## src/sv/pestsp_pkg.sv

```systemverilog
package pestsp_pkg;

	localparam int unsigned ChunkSize = 184;
	localparam int unsigned PktWords = 47;
	localparam logic [7:0] SyncByte = 8'h47;
	localparam logic [7:0] StuffByte = 8'hFF;
	localparam logic [7:0] SidVideo = 8'hE0;
	localparam logic [7:0] SidAudio = 8'hC0;
	localparam logic [7:0] PcrMarker = 8'h7E;
	localparam logic [0:0] ActStart = 1'b0;
	localparam logic [0:0] ActData = 1'b1;
	localparam logic [0:0] CfgVideoPid = 1'b0;
	localparam logic [0:0] CfgAudioPid = 1'b1;

	// descriptor of one packet to build, passed front -> back
	typedef struct packed {
		logic       buf_sel;
		logic [7:0] fill;
		logic       first;
		logic       pcr;
		logic       key;
		logic       audio;
		logic [32:0] clk_ref;
		logic       last_pes;
	} pkt_desc_t;

	function automatic logic [7:0] ts_byte(input logic [32:0] ts, input int unsigned k,
			input logic [7:0] prefix);
		logic [7:0] b;
		case (k)
			0: b = prefix | {4'b0, ts[32:30], 1'b1};
			1: b = ts[29:22];
			2: b = {ts[21:15], 1'b1};
			3: b = ts[14:7];
			default: b = {ts[6:0], 1'b1};
		endcase
		return b;
	endfunction

endpackage

```

## src/sv/pestsp_if.sv

```systemverilog
interface pestsp_in_if;
	logic        valid;
	logic        ready;
	logic        action;
	logic        stream_is_audio;
	logic [32:0] pts;
	logic [32:0] dts;
	logic        has_dts;
	logic        keyframe;
	logic        pcr_enable;
	logic [31:0] payload_length;
	logic [7:0]  data_byte;
	modport source(output valid, action, stream_is_audio, pts, dts, has_dts, keyframe,
		pcr_enable, payload_length, data_byte, input ready);
	modport sink(input valid, action, stream_is_audio, pts, dts, has_dts, keyframe,
		pcr_enable, payload_length, data_byte, output ready);
endinterface

interface pestsp_out_if;
	logic        valid;
	logic        ready;
	logic [31:0] ts_word;
	logic        last_of_packet;
	logic        last_of_pes;
	modport source(output valid, ts_word, last_of_packet, last_of_pes, input ready);
	modport sink(input valid, ts_word, last_of_packet, last_of_pes, output ready);
endinterface

```

## src/sv/pes_to_transport_stream_packetizer.sv

```systemverilog
// PES to transport stream packetizer. A start transaction (action 0) opens a PES and
// writes its header into a chunk buffer, 14 bytes (19 with DTS); the input is not
// ready while the header is written and in the stall state after it. Payload
// transactions (action 1) then take one byte per cycle. Each full chunk, or the last
// byte, closes a 188-byte packet that the back end sends as 47 words, one packet byte
// read per cycle from the buffer while the output does not stall. Two chunk buffers
// let the front fill one while the back sends the other; payload input stalls only
// when both are waiting. The user must write PIDs through the cfg port while idle;
// the block itself does not enforce it.
module pes_to_transport_stream_packetizer
	import pestsp_pkg::*;
#(
	parameter int LENGTH_WIDTH = 24
) (
	input  logic        clk,
	input  logic        arst_n,
	input  logic        cfg_we,
	input  logic [0:0]  cfg_index,
	input  logic [12:0] cfg_data,
	pestsp_in_if.sink   in_ch,
	pestsp_out_if.source out_ch
);

	logic [12:0] vpid_q, apid_q;
	logic wr_en, wr_sel, desc_push, buf_free;
	logic [7:0] wr_addr, wr_data;
	pkt_desc_t desc;

	always_ff @(posedge clk or negedge arst_n) begin
		if (!arst_n) begin
			vpid_q <= 13'd257;
			apid_q <= 13'd258;
		end else if (cfg_we) begin
			if (cfg_index == CfgVideoPid) vpid_q <= cfg_data;
			if (cfg_index == CfgAudioPid) apid_q <= cfg_data;
		end
	end

	pestsp_front #(.LENGTH_WIDTH(LENGTH_WIDTH)) u_front (
		.clk, .arst_n,
		.in_valid(in_ch.valid), .in_ready(in_ch.ready),
		.action(in_ch.action), .stream_is_audio(in_ch.stream_is_audio),
		.pts(in_ch.pts), .dts(in_ch.dts), .has_dts(in_ch.has_dts),
		.keyframe(in_ch.keyframe), .pcr_enable(in_ch.pcr_enable),
		.payload_length(in_ch.payload_length[LENGTH_WIDTH-1:0]),
		.data_byte(in_ch.data_byte),
		.wr_en, .wr_sel, .wr_addr, .wr_data, .desc_push, .desc, .buf_free
	);

	pestsp_back u_back (
		.clk, .arst_n,
		.video_pid(vpid_q), .audio_pid(apid_q),
		.wr_en, .wr_sel, .wr_addr, .wr_data, .desc_push, .desc, .buf_free,
		.out_valid(out_ch.valid), .out_ready(out_ch.ready),
		.ts_word(out_ch.ts_word), .last_of_packet(out_ch.last_of_packet),
		.last_of_pes(out_ch.last_of_pes)
	);

endmodule

```

## src/sv/pestsp_front.sv

```systemverilog
module pestsp_front
	import pestsp_pkg::*;
#(
	parameter int LENGTH_WIDTH = 24
) (
	input  logic        clk,
	input  logic        arst_n,
	input  logic        in_valid,
	output logic        in_ready,
	input  logic        action,
	input  logic        stream_is_audio,
	input  logic [32:0] pts,
	input  logic [32:0] dts,
	input  logic        has_dts,
	input  logic        keyframe,
	input  logic        pcr_enable,
	input  logic [LENGTH_WIDTH-1:0] payload_length,
	input  logic [7:0]  data_byte,
	// buffer write port
	output logic        wr_en,
	output logic        wr_sel,
	output logic [7:0]  wr_addr,
	output logic [7:0]  wr_data,
	// descriptor push
	output logic        desc_push,
	output pkt_desc_t   desc,
	input  logic        buf_free
);

	// header writes are 19 bytes at most
	typedef enum logic [1:0] {ST_IDLE, ST_HDR, ST_STALL} st_t;

	st_t st_q;
	logic [4:0] hidx_q;
	logic       sel_q;
	logic [7:0] fill_q;
	logic [LENGTH_WIDTH-1:0] rem_q;
	logic first_q, audio_q, key_q, pcr_q, dts_on_q;
	logic [32:0] pts_q, dts_q;
	logic [15:0] pes_len_q;
	logic [7:0] room;
	logic [LENGTH_WIDTH-1:0] rem_dec;
	logic [7:0] hlen;
	logic [7:0] hdr_byte;
	logic data_acc, emit_data;

	assign room = !first_q ? 8'(ChunkSize) : (pcr_q ? 8'(ChunkSize - 8) :
		(key_q ? 8'(ChunkSize - 2) : 8'(ChunkSize)));
	assign rem_dec = rem_q - 1'b1;
	assign hlen = dts_on_q ? 8'd19 : 8'd14;

	// ready: idle and a free buffer to write into
	assign in_ready = (st_q == ST_IDLE) && buf_free;
	assign data_acc = in_valid && in_ready && (action == ActData) && (rem_q != '0);
	assign emit_data = data_acc && ((rem_dec == '0) || (fill_q + 8'd1 >= room));

	always_comb begin
		case (hidx_q)
			5'd0, 5'd1: hdr_byte = 8'h00;
			5'd2: hdr_byte = 8'h01;
			5'd3: hdr_byte = audio_q ? SidAudio : SidVideo;
			5'd4: hdr_byte = pes_len_q[15:8];
			5'd5: hdr_byte = pes_len_q[7:0];
			5'd6: hdr_byte = 8'h80;
			5'd7: hdr_byte = dts_on_q ? 8'hC0 : 8'h80;
			5'd8: hdr_byte = dts_on_q ? 8'd10 : 8'd5;
			5'd9, 5'd10, 5'd11, 5'd12, 5'd13:
				hdr_byte = ts_byte(pts_q, 32'(hidx_q - 5'd9), dts_on_q ? 8'h30 : 8'h20);
			default: hdr_byte = ts_byte(dts_q, 32'(hidx_q - 5'd14), 8'h10);
		endcase
	end

	always_comb begin
		wr_sel = sel_q;
		if (st_q == ST_HDR) begin
			wr_en = 1'b1;
			wr_addr = {3'b0, hidx_q};
			wr_data = hdr_byte;
		end else begin
			wr_en = data_acc && (fill_q < 8'(ChunkSize));
			wr_addr = fill_q;
			wr_data = data_byte;
		end
	end

	// descriptor for the packet being closed
	always_comb begin
		desc.buf_sel = sel_q;
		desc.first = first_q;
		desc.pcr = first_q && pcr_q;
		desc.key = first_q && key_q;
		desc.audio = audio_q;
		desc.clk_ref = dts_on_q ? dts_q : pts_q;
		if (st_q == ST_HDR) begin
			desc.fill = hlen;
			desc.last_pes = 1'b1;
			desc_push = (hidx_q == 5'(hlen - 8'd1)) && (rem_q == '0);
		end else begin
			desc.fill = (fill_q < 8'(ChunkSize)) ? fill_q + 8'd1 : fill_q;
			desc.last_pes = (rem_dec == '0);
			desc_push = emit_data;
		end
	end

	always_ff @(posedge clk or negedge arst_n) begin
		if (!arst_n) begin
			st_q <= ST_IDLE;
			hidx_q <= '0;
			sel_q <= 1'b0;
			fill_q <= '0;
			rem_q <= '0;
			first_q <= 1'b0;
			audio_q <= 1'b0;
			key_q <= 1'b0;
			pcr_q <= 1'b0;
			dts_on_q <= 1'b0;
			pts_q <= '0;
			dts_q <= '0;
			pes_len_q <= '0;
		end else begin
			case (st_q)
				ST_IDLE: begin
					if (in_valid && in_ready && action == ActStart) begin
						audio_q <= stream_is_audio;
						key_q <= keyframe;
						pcr_q <= pcr_enable;
						dts_on_q <= has_dts;
						pts_q <= pts;
						dts_q <= dts;
						rem_q <= payload_length;
						first_q <= 1'b1;
						pes_len_q <= stream_is_audio ?
							16'(payload_length) + (has_dts ? 16'd13 : 16'd8) : 16'd0;
						hidx_q <= '0;
						st_q <= ST_HDR;
					end else if (data_acc) begin
						rem_q <= rem_dec;
						if (emit_data) begin
							fill_q <= '0;
							first_q <= 1'b0;
							sel_q <= ~sel_q;
						end else begin
							fill_q <= fill_q + 8'd1;
						end
					end
				end
				ST_HDR: begin
					hidx_q <= hidx_q + 5'd1;
					if (hidx_q == 5'(hlen - 8'd1)) begin
						st_q <= ST_STALL;
						if (rem_q == '0) begin
							fill_q <= '0;
							first_q <= 1'b0;
							sel_q <= ~sel_q;
						end else begin
							fill_q <= hlen;
						end
					end
				end
				ST_STALL: st_q <= ST_IDLE;
				default: st_q <= ST_IDLE;
			endcase
		end
	end

endmodule

```

## src/sv/pestsp_back.sv

```systemverilog
module pestsp_back
	import pestsp_pkg::*;
(
	input  logic        clk,
	input  logic        arst_n,
	input  logic [12:0] video_pid,
	input  logic [12:0] audio_pid,
	input  logic        wr_en,
	input  logic        wr_sel,
	input  logic [7:0]  wr_addr,
	input  logic [7:0]  wr_data,
	input  logic        desc_push,
	input  pkt_desc_t   desc,
	output logic        buf_free,
	output logic        out_valid,
	input  logic        out_ready,
	output logic [31:0] ts_word,
	output logic        last_of_packet,
	output logic        last_of_pes
);

	// two chunk buffers; one is filled while the other is sent
	logic [7:0] mem0 [ChunkSize];
	logic [7:0] mem1 [ChunkSize];
	pkt_desc_t q_q [2];
	logic [1:0] cnt_q;
	logic       rd_q;
	pkt_desc_t  d;
	logic [7:0] pos_q;        // packet byte position being read
	logic [1:0] bsub_q;       // byte within word
	logic [5:0] widx_q;
	logic [23:0] acc_q;
	logic       busy_q;
	logic [7:0] rdata_q;
	logic [7:0] rpos_s1;
	logic       rv_s1;
	logic [3:0] vcc_q, acc_cc_q;
	logic [7:0] alen, dstart, pb, raddr;
	logic       adapt;
	logic [3:0] cc;
	logic       out_busy;
	logic       step;
	logic       word_done;
	logic       pkt_done;

	assign d = q_q[rd_q];
	assign buf_free = (cnt_q != 2'd2);
	assign cc = d.audio ? acc_cc_q : vcc_q;

	always_ff @(posedge clk) begin
		if (wr_en && !wr_sel && wr_addr < 8'(ChunkSize)) mem0[wr_addr] <= wr_data;
		if (wr_en && wr_sel && wr_addr < 8'(ChunkSize)) mem1[wr_addr] <= wr_data;
	end

	// adaptation length and payload start
	always_comb begin
		alen = d.pcr ? 8'd8 : (d.key ? 8'd2 : 8'd0);
		adapt = (alen != 8'd0) || (d.fill < 8'(ChunkSize));
		if (d.fill < 8'(ChunkSize) - alen) alen = 8'(ChunkSize) - d.fill;
		dstart = 8'd4 + alen;
		raddr = pos_q - dstart;
	end

	always_comb begin
		if (rpos_s1 >= dstart) pb = rdata_q;
		else begin
			case (rpos_s1)
				8'd0: pb = SyncByte;
				8'd1: pb = {1'b0, d.first, 1'b0,
					(d.audio ? audio_pid[12:8] : video_pid[12:8])};
				8'd2: pb = d.audio ? audio_pid[7:0] : video_pid[7:0];
				8'd3: pb = {2'b0, adapt, 1'b1, cc};
				8'd4: pb = alen - 8'd1;
				8'd5: pb = {1'b0, d.key, 1'b0, d.pcr, 4'b0};
				8'd6: pb = d.pcr ? d.clk_ref[32:25] : StuffByte;
				8'd7: pb = d.pcr ? d.clk_ref[24:17] : StuffByte;
				8'd8: pb = d.pcr ? d.clk_ref[16:9] : StuffByte;
				8'd9: pb = d.pcr ? d.clk_ref[8:1] : StuffByte;
				8'd10: pb = d.pcr ? {d.clk_ref[0], PcrMarker[6:0]} : StuffByte;
				8'd11: pb = d.pcr ? 8'h00 : StuffByte;
				default: pb = StuffByte;
			endcase
		end
	end

	assign out_busy = out_valid && !out_ready;
	// one packet byte per cycle unless the output stalls: read stage, then assembly
	assign step = busy_q && !(rv_s1 && bsub_q == 2'd3 && out_busy);
	assign word_done = step && rv_s1 && (bsub_q == 2'd3);
	assign pkt_done = word_done && (widx_q == 6'(PktWords - 1));

	// read data advances with the read stage only
	always_ff @(posedge clk) begin
		if (step) begin
			rdata_q <= rd_q ? mem1[raddr < 8'(ChunkSize) ? raddr : 8'd0]
				: mem0[raddr < 8'(ChunkSize) ? raddr : 8'd0];
		end
	end

	always_ff @(posedge clk or negedge arst_n) begin
		if (!arst_n) begin
			cnt_q <= '0;
			rd_q <= 1'b0;
			busy_q <= 1'b0;
			pos_q <= '0;
			rpos_s1 <= '0;
			rv_s1 <= 1'b0;
			bsub_q <= '0;
			widx_q <= '0;
			acc_q <= '0;
			out_valid <= 1'b0;
			ts_word <= '0;
			last_of_packet <= 1'b0;
			last_of_pes <= 1'b0;
			vcc_q <= '0;
			acc_cc_q <= '0;
			q_q[0] <= '0;
			q_q[1] <= '0;
		end else begin
			if (word_done) out_valid <= 1'b1;
			else if (out_ready) out_valid <= 1'b0;
			if (desc_push) q_q[desc.buf_sel] <= desc;
			if (!busy_q && cnt_q != 2'd0) begin
				busy_q <= 1'b1;
				pos_q <= '0;
				rv_s1 <= 1'b0;
				bsub_q <= '0;
				widx_q <= '0;
			end else if (step) begin
				rv_s1 <= (pos_q != 8'd188) && !pkt_done;
				rpos_s1 <= pos_q;
				if (pos_q != 8'd188) pos_q <= pos_q + 8'd1;
				if (rv_s1) begin
					bsub_q <= bsub_q + 2'd1;
					if (bsub_q == 2'd3) begin
						ts_word <= {acc_q, pb};
						last_of_packet <= (widx_q == 6'(PktWords - 1));
						last_of_pes <= (widx_q == 6'(PktWords - 1)) && d.last_pes;
						widx_q <= widx_q + 6'd1;
						if (widx_q == 6'(PktWords - 1)) begin
							busy_q <= 1'b0;
							rd_q <= ~rd_q;
							if (d.audio) acc_cc_q <= acc_cc_q + 4'd1;
							else vcc_q <= vcc_q + 4'd1;
						end
					end else begin
						acc_q <= {acc_q[15:0], pb};
					end
				end
			end
			cnt_q <= cnt_q + {1'b0, desc_push} - {1'b0, pkt_done};
		end
	end

endmodule
```

## src/flat_wrapper.sv

```systemverilog
// flat-port wrapper written by rule: the top's interface ports become plain ports
module pes_to_transport_stream_packetizer_flat import pestsp_pkg::*;
#(
	parameter int LENGTH_WIDTH = 24
)
  (clk, arst_n, cfg_we, cfg_index, cfg_data, in_ch_valid, in_ch_action, in_ch_stream_is_audio, in_ch_pts, in_ch_dts, in_ch_has_dts, in_ch_keyframe, in_ch_pcr_enable, in_ch_payload_length, in_ch_data_byte, in_ch_ready, out_ch_valid, out_ch_ts_word, out_ch_last_of_packet, out_ch_last_of_pes, out_ch_ready);
  pestsp_in_if in_ch_i ();
  pestsp_out_if out_ch_i ();
  input  logic clk;
  input  logic arst_n;
  input  logic cfg_we;
  input  logic [0:0] cfg_index;
  input  logic [12:0] cfg_data;
  input wire logic [$bits(in_ch_i.valid)-1:0] in_ch_valid;
  input wire logic [$bits(in_ch_i.action)-1:0] in_ch_action;
  input wire logic [$bits(in_ch_i.stream_is_audio)-1:0] in_ch_stream_is_audio;
  input wire logic [$bits(in_ch_i.pts)-1:0] in_ch_pts;
  input wire logic [$bits(in_ch_i.dts)-1:0] in_ch_dts;
  input wire logic [$bits(in_ch_i.has_dts)-1:0] in_ch_has_dts;
  input wire logic [$bits(in_ch_i.keyframe)-1:0] in_ch_keyframe;
  input wire logic [$bits(in_ch_i.pcr_enable)-1:0] in_ch_pcr_enable;
  input wire logic [$bits(in_ch_i.payload_length)-1:0] in_ch_payload_length;
  input wire logic [$bits(in_ch_i.data_byte)-1:0] in_ch_data_byte;
  output wire logic [$bits(in_ch_i.ready)-1:0] in_ch_ready;
  output wire logic [$bits(out_ch_i.valid)-1:0] out_ch_valid;
  output wire logic [$bits(out_ch_i.ts_word)-1:0] out_ch_ts_word;
  output wire logic [$bits(out_ch_i.last_of_packet)-1:0] out_ch_last_of_packet;
  output wire logic [$bits(out_ch_i.last_of_pes)-1:0] out_ch_last_of_pes;
  input wire logic [$bits(out_ch_i.ready)-1:0] out_ch_ready;
  assign in_ch_i.valid = in_ch_valid;
  assign in_ch_i.action = in_ch_action;
  assign in_ch_i.stream_is_audio = in_ch_stream_is_audio;
  assign in_ch_i.pts = in_ch_pts;
  assign in_ch_i.dts = in_ch_dts;
  assign in_ch_i.has_dts = in_ch_has_dts;
  assign in_ch_i.keyframe = in_ch_keyframe;
  assign in_ch_i.pcr_enable = in_ch_pcr_enable;
  assign in_ch_i.payload_length = in_ch_payload_length;
  assign in_ch_i.data_byte = in_ch_data_byte;
  assign in_ch_ready = in_ch_i.ready;
  assign out_ch_valid = out_ch_i.valid;
  assign out_ch_ts_word = out_ch_i.ts_word;
  assign out_ch_last_of_packet = out_ch_i.last_of_packet;
  assign out_ch_last_of_pes = out_ch_i.last_of_pes;
  assign out_ch_i.ready = out_ch_ready;
  pes_to_transport_stream_packetizer #(.LENGTH_WIDTH(LENGTH_WIDTH)) u_core (.clk(clk), .arst_n(arst_n), .cfg_we(cfg_we), .cfg_index(cfg_index), .cfg_data(cfg_data), .in_ch(in_ch_i), .out_ch(out_ch_i));
endmodule
```

## config.mk

```make
export PLATFORM = sky130hd
export DESIGN_NAME = pes_to_transport_stream_packetizer_flat
export DESIGN_NICKNAME = d
export VERILOG_FILES = /design/src/sv/pestsp_pkg.sv /design/src/sv/pestsp_if.sv /design/src/sv/pes_to_transport_stream_packetizer.sv /design/src/sv/pestsp_front.sv /design/src/sv/pestsp_back.sv /design/src/flat_wrapper.sv
export SDC_FILE = /design/constraint.sdc
export NUM_CORES = 2
export LEC_CHECK = 0
export BUFFER_PORTS_ARGS = -buffer_cell sky130_fd_sc_hd__buf_2
export CORE_MARGIN = 5
export CORE_UTILIZATION = 40
export DETAILED_ROUTE_END_ITERATION = 10
export PLACE_DENSITY = 0.63
export SLEW_MARGIN = 40
export SYNTH_ARGS = -nofsm -noshare
export SYNTH_HDL_FRONTEND = slang
export SYNTH_HIERARCHICAL = 1
export SYNTH_SLANG_ARGS = --single-unit
```

## constraint.sdc

```tcl
create_clock -name clk -period 25.6 [get_ports clk]
set_input_delay 0 -clock clk [delete_from_list [all_inputs] [get_ports clk]]
set_output_delay 0 -clock clk [all_outputs]
set_load 0.05 [all_outputs]
```

After elaboration in Yosys (flattened, before gate mapping)
Memory sizes are Yosys's and may differ from the RTL's.
Cells that the tools add are included.
Widths: inputs -> output; s select.
{"block": "classes", "add_sub_neg": 19, "magnitude_cmp": 10, "eq_ne": 44, "mux": 91, "n_bitwise": 10, "n_reduce_logical": 71}
{"operator": "$mux 8", "count": 22}
{"operator": "$mux 46", "count": 3}
{"operator": "$eq 32x2->1 const B", "count": 4}
{"operator": "$pmux 8 s12", "count": 1}
{"operator": "$bwmux 94", "count": 1}
{"operator": "$pmux 8 s9", "count": 1}
{"operator": "$eq 32x1->1 const B", "count": 2}
{"operator": "$logic_not 32->1", "count": 2}
{"operator": "$pmux 8 s4", "count": 2}
{"operator": "$logic_not 24->1", "count": 2}
{"operator": "$mux 24", "count": 2}
{"operator": "$demux 47 s1", "count": 1}
{"operator": "$mux 47", "count": 1}
{"operator": "$mux 33", "count": 1}
{"operator": "$eq 8x3->1 const B", "count": 4}
{"operator": "$eq 8x4->1 const B", "count": 4}
{"operator": "$lt 8x8->1 const B", "count": 4}
{"operator": "$eq 5x4->1 const B", "count": 6}
{"operator": "$mux 6", "count": 5}
{"operator": "$mux 1", "count": 26}
{"operator": "$logic_and 1x1->1", "count": 25}
{"operator": "$mux 5", "count": 5}
{"operator": "$mux 4", "count": 6}
{"operator": "$reduce_bool 24->1", "count": 1}
{"operator": "other kinds (58)", "count": 114}
{"block": "word_totals", "ff_bits": 351, "ram_bits": 2944, "in_bits": 130, "out_inout_bits": 36, "word_cells": 294, "memories": 2}
{"memory": "u_core.u_back.mem0", "words": 184, "word_bits": 8, "rd": 1, "rd_ports_with_merged_regs": 0, "wr": 1, "line_no": "pestsp_back.sv:23", "text": "logic [7:0] mem0 [ChunkSize];"}
{"memory": "u_core.u_back.mem1", "words": 184, "word_bits": 8, "rd": 1, "rd_ports_with_merged_regs": 0, "wr": 1, "line_no": "pestsp_back.sv:24", "text": "logic [7:0] mem1 [ChunkSize];"}

Longest topological paths before layout
An unclocked memory read counts as a cell.
{"block": "logic_depth", "ltp_word": 15, "depth_mapped": 36, "ltp_nobuf": 28}

Cells and area by module
Netlist, hierarchy kept.
{"module": "pestsp_back", "instances": 1, "cells_per_inst": 8678, "area_each_um2": 127523.6, "seq_area_each_um2": 93349.5}
{"module": "pestsp_front", "instances": 1, "cells_per_inst": 982, "area_each_um2": 7968.9, "seq_area_each_um2": 3178.0}
{"module": "pes_to_transport_stream_packetizer", "instances": 1, "cells_per_inst": 56, "area_each_um2": 1028.5, "seq_area_each_um2": 655.6}

Worst setup path before layout
OpenSTA, ideal clock, no wires.
{"block": "synth_timing", "kind": "reg-to-reg", "startpoint": "register u_core.u_front.hidx_q[2]", "endpoint": "memory u_core.u_back.mem0[0][7], data pin", "setup_ns": 3.053, "t_arrival_ns": 16.431, "setup_slack_ns": 6.115, "path_stages_with_launch": 13, "path_cell_list": "dfrtp_1 -> clkbuf_1 -> clkbuf_1 -> inv_1 -> ha_1 -> a21boi_0 -> mux2i_1 -> nand2_1 -> a21o_1 -> a21oi_1 -> o211ai_1 -> o21ai_0 -> o21ai_0"}
{"block": "synth_via", "elab_chain_cells": 5, "elab_cells_between_ends": 30, "cone_classes": "add/sub: 2; eq/ne: 19; mux: 4; reduce/logical: 5"}
{"item": "start, declared", "line_no": "pestsp_front.sv:34", "text": "logic [4:0] hidx_q;"}
{"item": "start signal, assigned", "line_no": "pestsp_front.sv:148", "text": "hidx_q <= hidx_q + 5'd1;"}
{"item": "$sub 5x4->6 (on tied branches)", "line_no": "pestsp_front.sv:69, pestsp_front.sv:68"}
{"item": "$eq 32x2->1 (tied with other cells)", "line_no": "pestsp_pkg.sv:30", "text": "case (k)"}
{"item": "$pmux 8 s4", "line_no": "pestsp_pkg.sv:30"}
{"item": "$pmux 8 s9 *", "line_no": "pestsp_front.sv:58", "text": "case (hidx_q)"}
{"item": "$mux 8 *", "line_no": "pestsp_front.sv:75", "text": "if (st_q == ST_HDR) begin"}
{"item": "named net u_core.wr_data[7]", "line_no": "pes_to_transport_stream_packetizer.sv:26", "text": "logic [7:0] wr_addr, wr_data;"}
{"item": "end, declared", "line_no": "pestsp_back.sv:23"}
The timed path passes the listed nets; every way through them passes the cells marked *.

Final worst setup path
{"block": "layout_timing", "startpoint": "register u_core.u_back.rd_q", "endpoint": "register u_core.u_back.rdata_q[1], data pin"}
{"block": "layout_via", "elab_chain_cells": 15, "elab_cells_between_ends": 17, "cone_classes": "add/sub: 4; order compare: 2; mux: 8; bitwise: 1; memory: 2"}
{"item": "start, declared", "line_no": "pestsp_back.sv:27", "text": "logic rd_q;"}
{"item": "start signal, assigned", "line_no": "pestsp_back.sv:142", "text": "rd_q <= ~rd_q;"}
{"item": "$not 1->2 (not written as such)", "line_no": "pestsp_back.sv:46", "text": "assign d = q_q[rd_q];"}
{"item": "$mux 46 (not written as such) (3 in a row)", "line_no": "pestsp_back.sv:46"}
{"item": "$mux 2", "line_no": "pestsp_back.sv:57", "text": "alen = d.pcr ? 8'd8 : (d.key ? 8'd2 : 8'd0);"}
{"item": "$mux 4", "line_no": "pestsp_back.sv:57"}
{"item": "$sub 8x4->8", "line_no": "pestsp_back.sv:59", "text": "if (d.fill < 8'(ChunkSize) - alen) alen = 8'(ChunkSize) - d.fill;"}
{"item": "$lt 8x8->1", "line_no": "pestsp_back.sv:59"}
{"item": "$mux 8", "line_no": "pestsp_back.sv:59"}
{"item": "$add 3x8->8", "line_no": "pestsp_back.sv:60", "text": "dstart = 8'd4 + alen;"}
{"item": "$sub 8x8->8", "line_no": "pestsp_back.sv:61", "text": "raddr = pos_q - dstart;"}
{"item": "$lt 8x8->1", "line_no": "pestsp_back.sv:95, pestsp_back.sv:96"}
{"item": "$mux 8", "line_no": "pestsp_back.sv:95, pestsp_back.sv:96"}
{"item": "$mem_v2 184x8 (on tied branches)"}
{"item": "$mux 8 *", "line_no": "pestsp_back.sv:95", "text": "rdata_q <= rd_q ? mem1[raddr < 8'(ChunkSize) ? raddr : 8'd0]"}
{"item": "end signal, assigned", "line_no": "pestsp_back.sv:95"}
{"item": "end, declared", "line_no": "pestsp_back.sv:34", "text": "logic [7:0] rdata_q;"}
Every way passes the cells marked *; elsewhere a longest branch is shown, timed or not. The select of a mux whose other input is x is not followed.
A chain may end at the register's enable or synchronous reset.

==> flow_summary.toml <==
[yosys]
syn_area_mm2 = 0.137
synthArstFlopShare_pct = 10.4
ys_ff_latch = 3293
yosysWarnings = 6
syn_nets = 9891
yosysTopAreaCell = "edfxtp_1"
yosys.cell_types.count = 119
ys.flop_type = "edfxtp_1"
syn_area_per_cell_um2 = 14.1
synth.area.top_cells = "edfxtp_1 (65%), dfrtp_1 (6.2%), mux2i_1 (4.1%), nand2_1 (3.4%), nor2_1 (2.0%)"
synth-edff-count = 2952
yosysTopAreaCellShare_pct = 64.9
syn-instance-count = 9716
ys_seq_area_share_pct = 71.2

[global_routing]
grt_pass1_wl_um = 647000
grt_overflow_total = 0
grt_pass1_vias = 88270
antenna_found_initial = 32
grt_max_degree = 192
track_usage_pct = 24.9

[die]
dieArea_mm2 = 0.353
start_util_pct = 40.2
dieHeight_um = 594
core_mm2 = 0.340
rows = 214
ios = 166
die_w_um = 594

[hold_path]
hold_start = "in_ch_payload_length[15]"
min-delay-path-class = "primary input to flop"

[sta]
finalWorstSetupSlack_ns = 13.84
layout_min_cycle_time_ns = 11.76
rsz0062_at_grt = "no"
max_slew_margin_pct = 31.5
drv_slew = 0
hold_viol_final = 0
clock.fmax_mhz = 85.0
period_share_pct = 46.0
finalSetupViolations = 0
clock_skew_ns = 0.0927
setup_tns_ns = 0
max_slew.worst_pin.slew_ns = 1.02

[critical_path]
critical-path-top-delay-family = "compound AO/OA/AOI/OAI gates"
slowest_delay_ns = 0.87
rr_startpoint = "u_core/u_back/rd_q"
slowest_stage = "a2111oi_2"
worstPathRequired_ns = 26.14
crit_arrival_ns = 12.31
reg2reg_slack_ns = 13.84
critical-path-top-cell-by-count = "buf_4"
crit_fanout = 55
critical_path.startpoint = "u_core/u_back/rd_q"
worstSetupPathType = "flop to flop"
crit_buf_inv = 9
cp-end-kind = "flop"
start_kind = "flop"

[layout]
area_delta_synth_final_pct = 15.6
finish.instance_area_mm2 = 0.158
fill_cells = 28877
multi_input_area_mm2 = 0.0370
seq_area_mm2 = 0.0972
stdcell_count = 14948
drive_gt1_share_pct = 13.7
nNetsFinal = 10297

[detailed_routing]
drtIter0Drc = 14253
drcViolationCount = 0
ant_nets = 0
num_vias = 92640
firstDrtPassIters = 6
drt-total-wl_um = 456000
wire_per_inst_um = 30.5
drt-vias-per-instance = 6.20

[placement]
dp_cells = 13970
gp_congestion = 0.889
dpl_cell_area_mm2 = 0.143
dpl.hpwl_um = 263000
place_ws_ns = 14.08
placement.io_buffers = 157

[clocking]
path_clk_slew_ns = 0.06
cts_max_path_buffers = 4
tritoncts = "built"
insertion_delay_ns = 0.96
cts_made_buffers = 344
cts_setup_buffers = 0
clockRootBuffer = "clkbuf_16"
cts.sinks = 3293
h-tree-depth = 5
cts_resized = 0
cts_hold_buf = 337

[run_status]
status = "complete, no violations"

[job]
drv_cap = 0
-- flip-flops by register name, indices dropped and copies added (netlist names), 5 cells and up --
| name | count |
|---|---|
| u_core/u_back/widx_q | 6 |
| u_core/u_back/acc_q | 24 |
| u_core/u_back/mem1 | 1472 |
| u_core/u_back/rdata_q | 8 |
| u_core/u_back/ts_word | 32 |
| u_core/u_back/mem0 | 1472 |
| u_core/vpid_q | 13 |
| u_core/u_front/hidx_q | 5 |
| u_core/u_back/rpos_s1 | 8 |
| u_core/apid_q | 13 |
| u_core/u_front/rem_q | 24 |
| u_core/u_back/q_q | 92 |
| u_core/u_front/pts_q | 33 |
| u_core/u_front/dts_q | 33 |
| u_core/u_back/pos_q | 8 |
| u_core/u_front/fill_q | 8 |
| u_core/u_front/pes_len_q | 16 |
-- worst reg2reg max path, delay by kind of cell, from the launching register on --
kind            cells  cell delay (ns)
compound gates     14             4.45
fa+ha+maj           3             0.81
buf+inv             9             4.14
flops               1             0.37
mux                 1             0.34
simple gates        6             1.30
-- layout by cell type, fill, tap and decap left out, types with 117 or more instances in the layout --
| cell type | instances |
|---|---|
| edfxtp_1 | 2952 |
| nand2_1 | 1231 |
| nor2_1 | 650 |
| mux2i_1 | 558 |
| a21oi_1 | 512 |
| o21ai_0 | 493 |
| clkbuf_16 | 350 |
| dlygate4sd3_1 | 336 |
| dfrtp_1 | 336 |
| nand3_1 | 247 |
| mux2_2 | 222 |
| buf_4 | 176 |
| buf_2 | 156 |
| o22ai_1 | 156 |
| o221ai_1 | 153 |
| a31oi_1 | 122 |
| nor3_1 | 117 |
-- cells by family (layout without fill, tap and decap cells) --
| family | after synthesis | after routing | share of synthesized area (%) |
|---|---|---|---|
| compound gates | 2093 | 2093 | 9.96 |
| xor+xnor | 93 | 93 | 0.626 |
| fa+ha+maj | 46 | 46 | 0.425 |
| buf+inv | 712 | 1387 | 2.35 |
| flops | 3293 | 3293 | 71.2 |
| mux | 874 | 874 | 7.40 |
| other cells | 1 | 22 | 0.00275 |
| simple gates | 2604 | 2604 | 8.05 |
-- per-layer routing --
metal	vias up	part of all wire [%]	global-route usage [%]
li1	38068	-	-
met1	46415	37	33.6
met2	6863	44	37.9
met3	1280	13	5.91
met4	14	5.6	12.3
met5	-	0.023	0
-- cells in the mapped netlist, types with 123 or more instances --
cell type / number
mux2_2: 222
a21oi_1: 515
clkbuf_1: 333
nand3_1: 254
nand2_1: 1251
o22ai_1: 156
buf_2: 189
o221ai_1: 153
edfxtp_1: 2952
mux2i_1: 559
a31oi_1: 123
dfrtp_1: 337
o21ai_0: 501
nor2_1: 744
-- through the flow --
stage          util (%)  hold slack (ns)
6_report           46.5           0.0456
5_1_grt            46.4           0.0777
4_1_cts            46.3          0.00413
3_5_place_dp       42.0          -0.0515
3_3_place_gp       41.9            0.137
2_1_floorplan         -           -0.296
-- final timing paths --
path,endpoint,cells past startpoint
setup / recovery,u_core/u_back/rdata_q[1],33
max in group asynchronous,u_core/u_front/pes_len_q[13],7
hold reg to reg,u_core/u_back/ts_word[14],2
hold / removal,u_core/u_front/pes_len_q[15],4
setup reg to reg,u_core/u_back/rdata_q[1],33
min in group asynchronous,u_core/apid_q[7],4
-- final cells by class --
class                   instances  share of cell area (%)
inverters                      43                   0.104
clock buffers                 415                    5.74
multi-input cells            5711                    23.5
well taps                    4536                    3.60
repair buffers                729                    4.11
flip-flops and latches       3293                    61.6
diodes                         21                  0.0333
clock inverters               200                    1.37
Power is left out: the tool's default activity adds up to more than one toggle a clock period on the data nets, which glitch-free logic cannot reach.
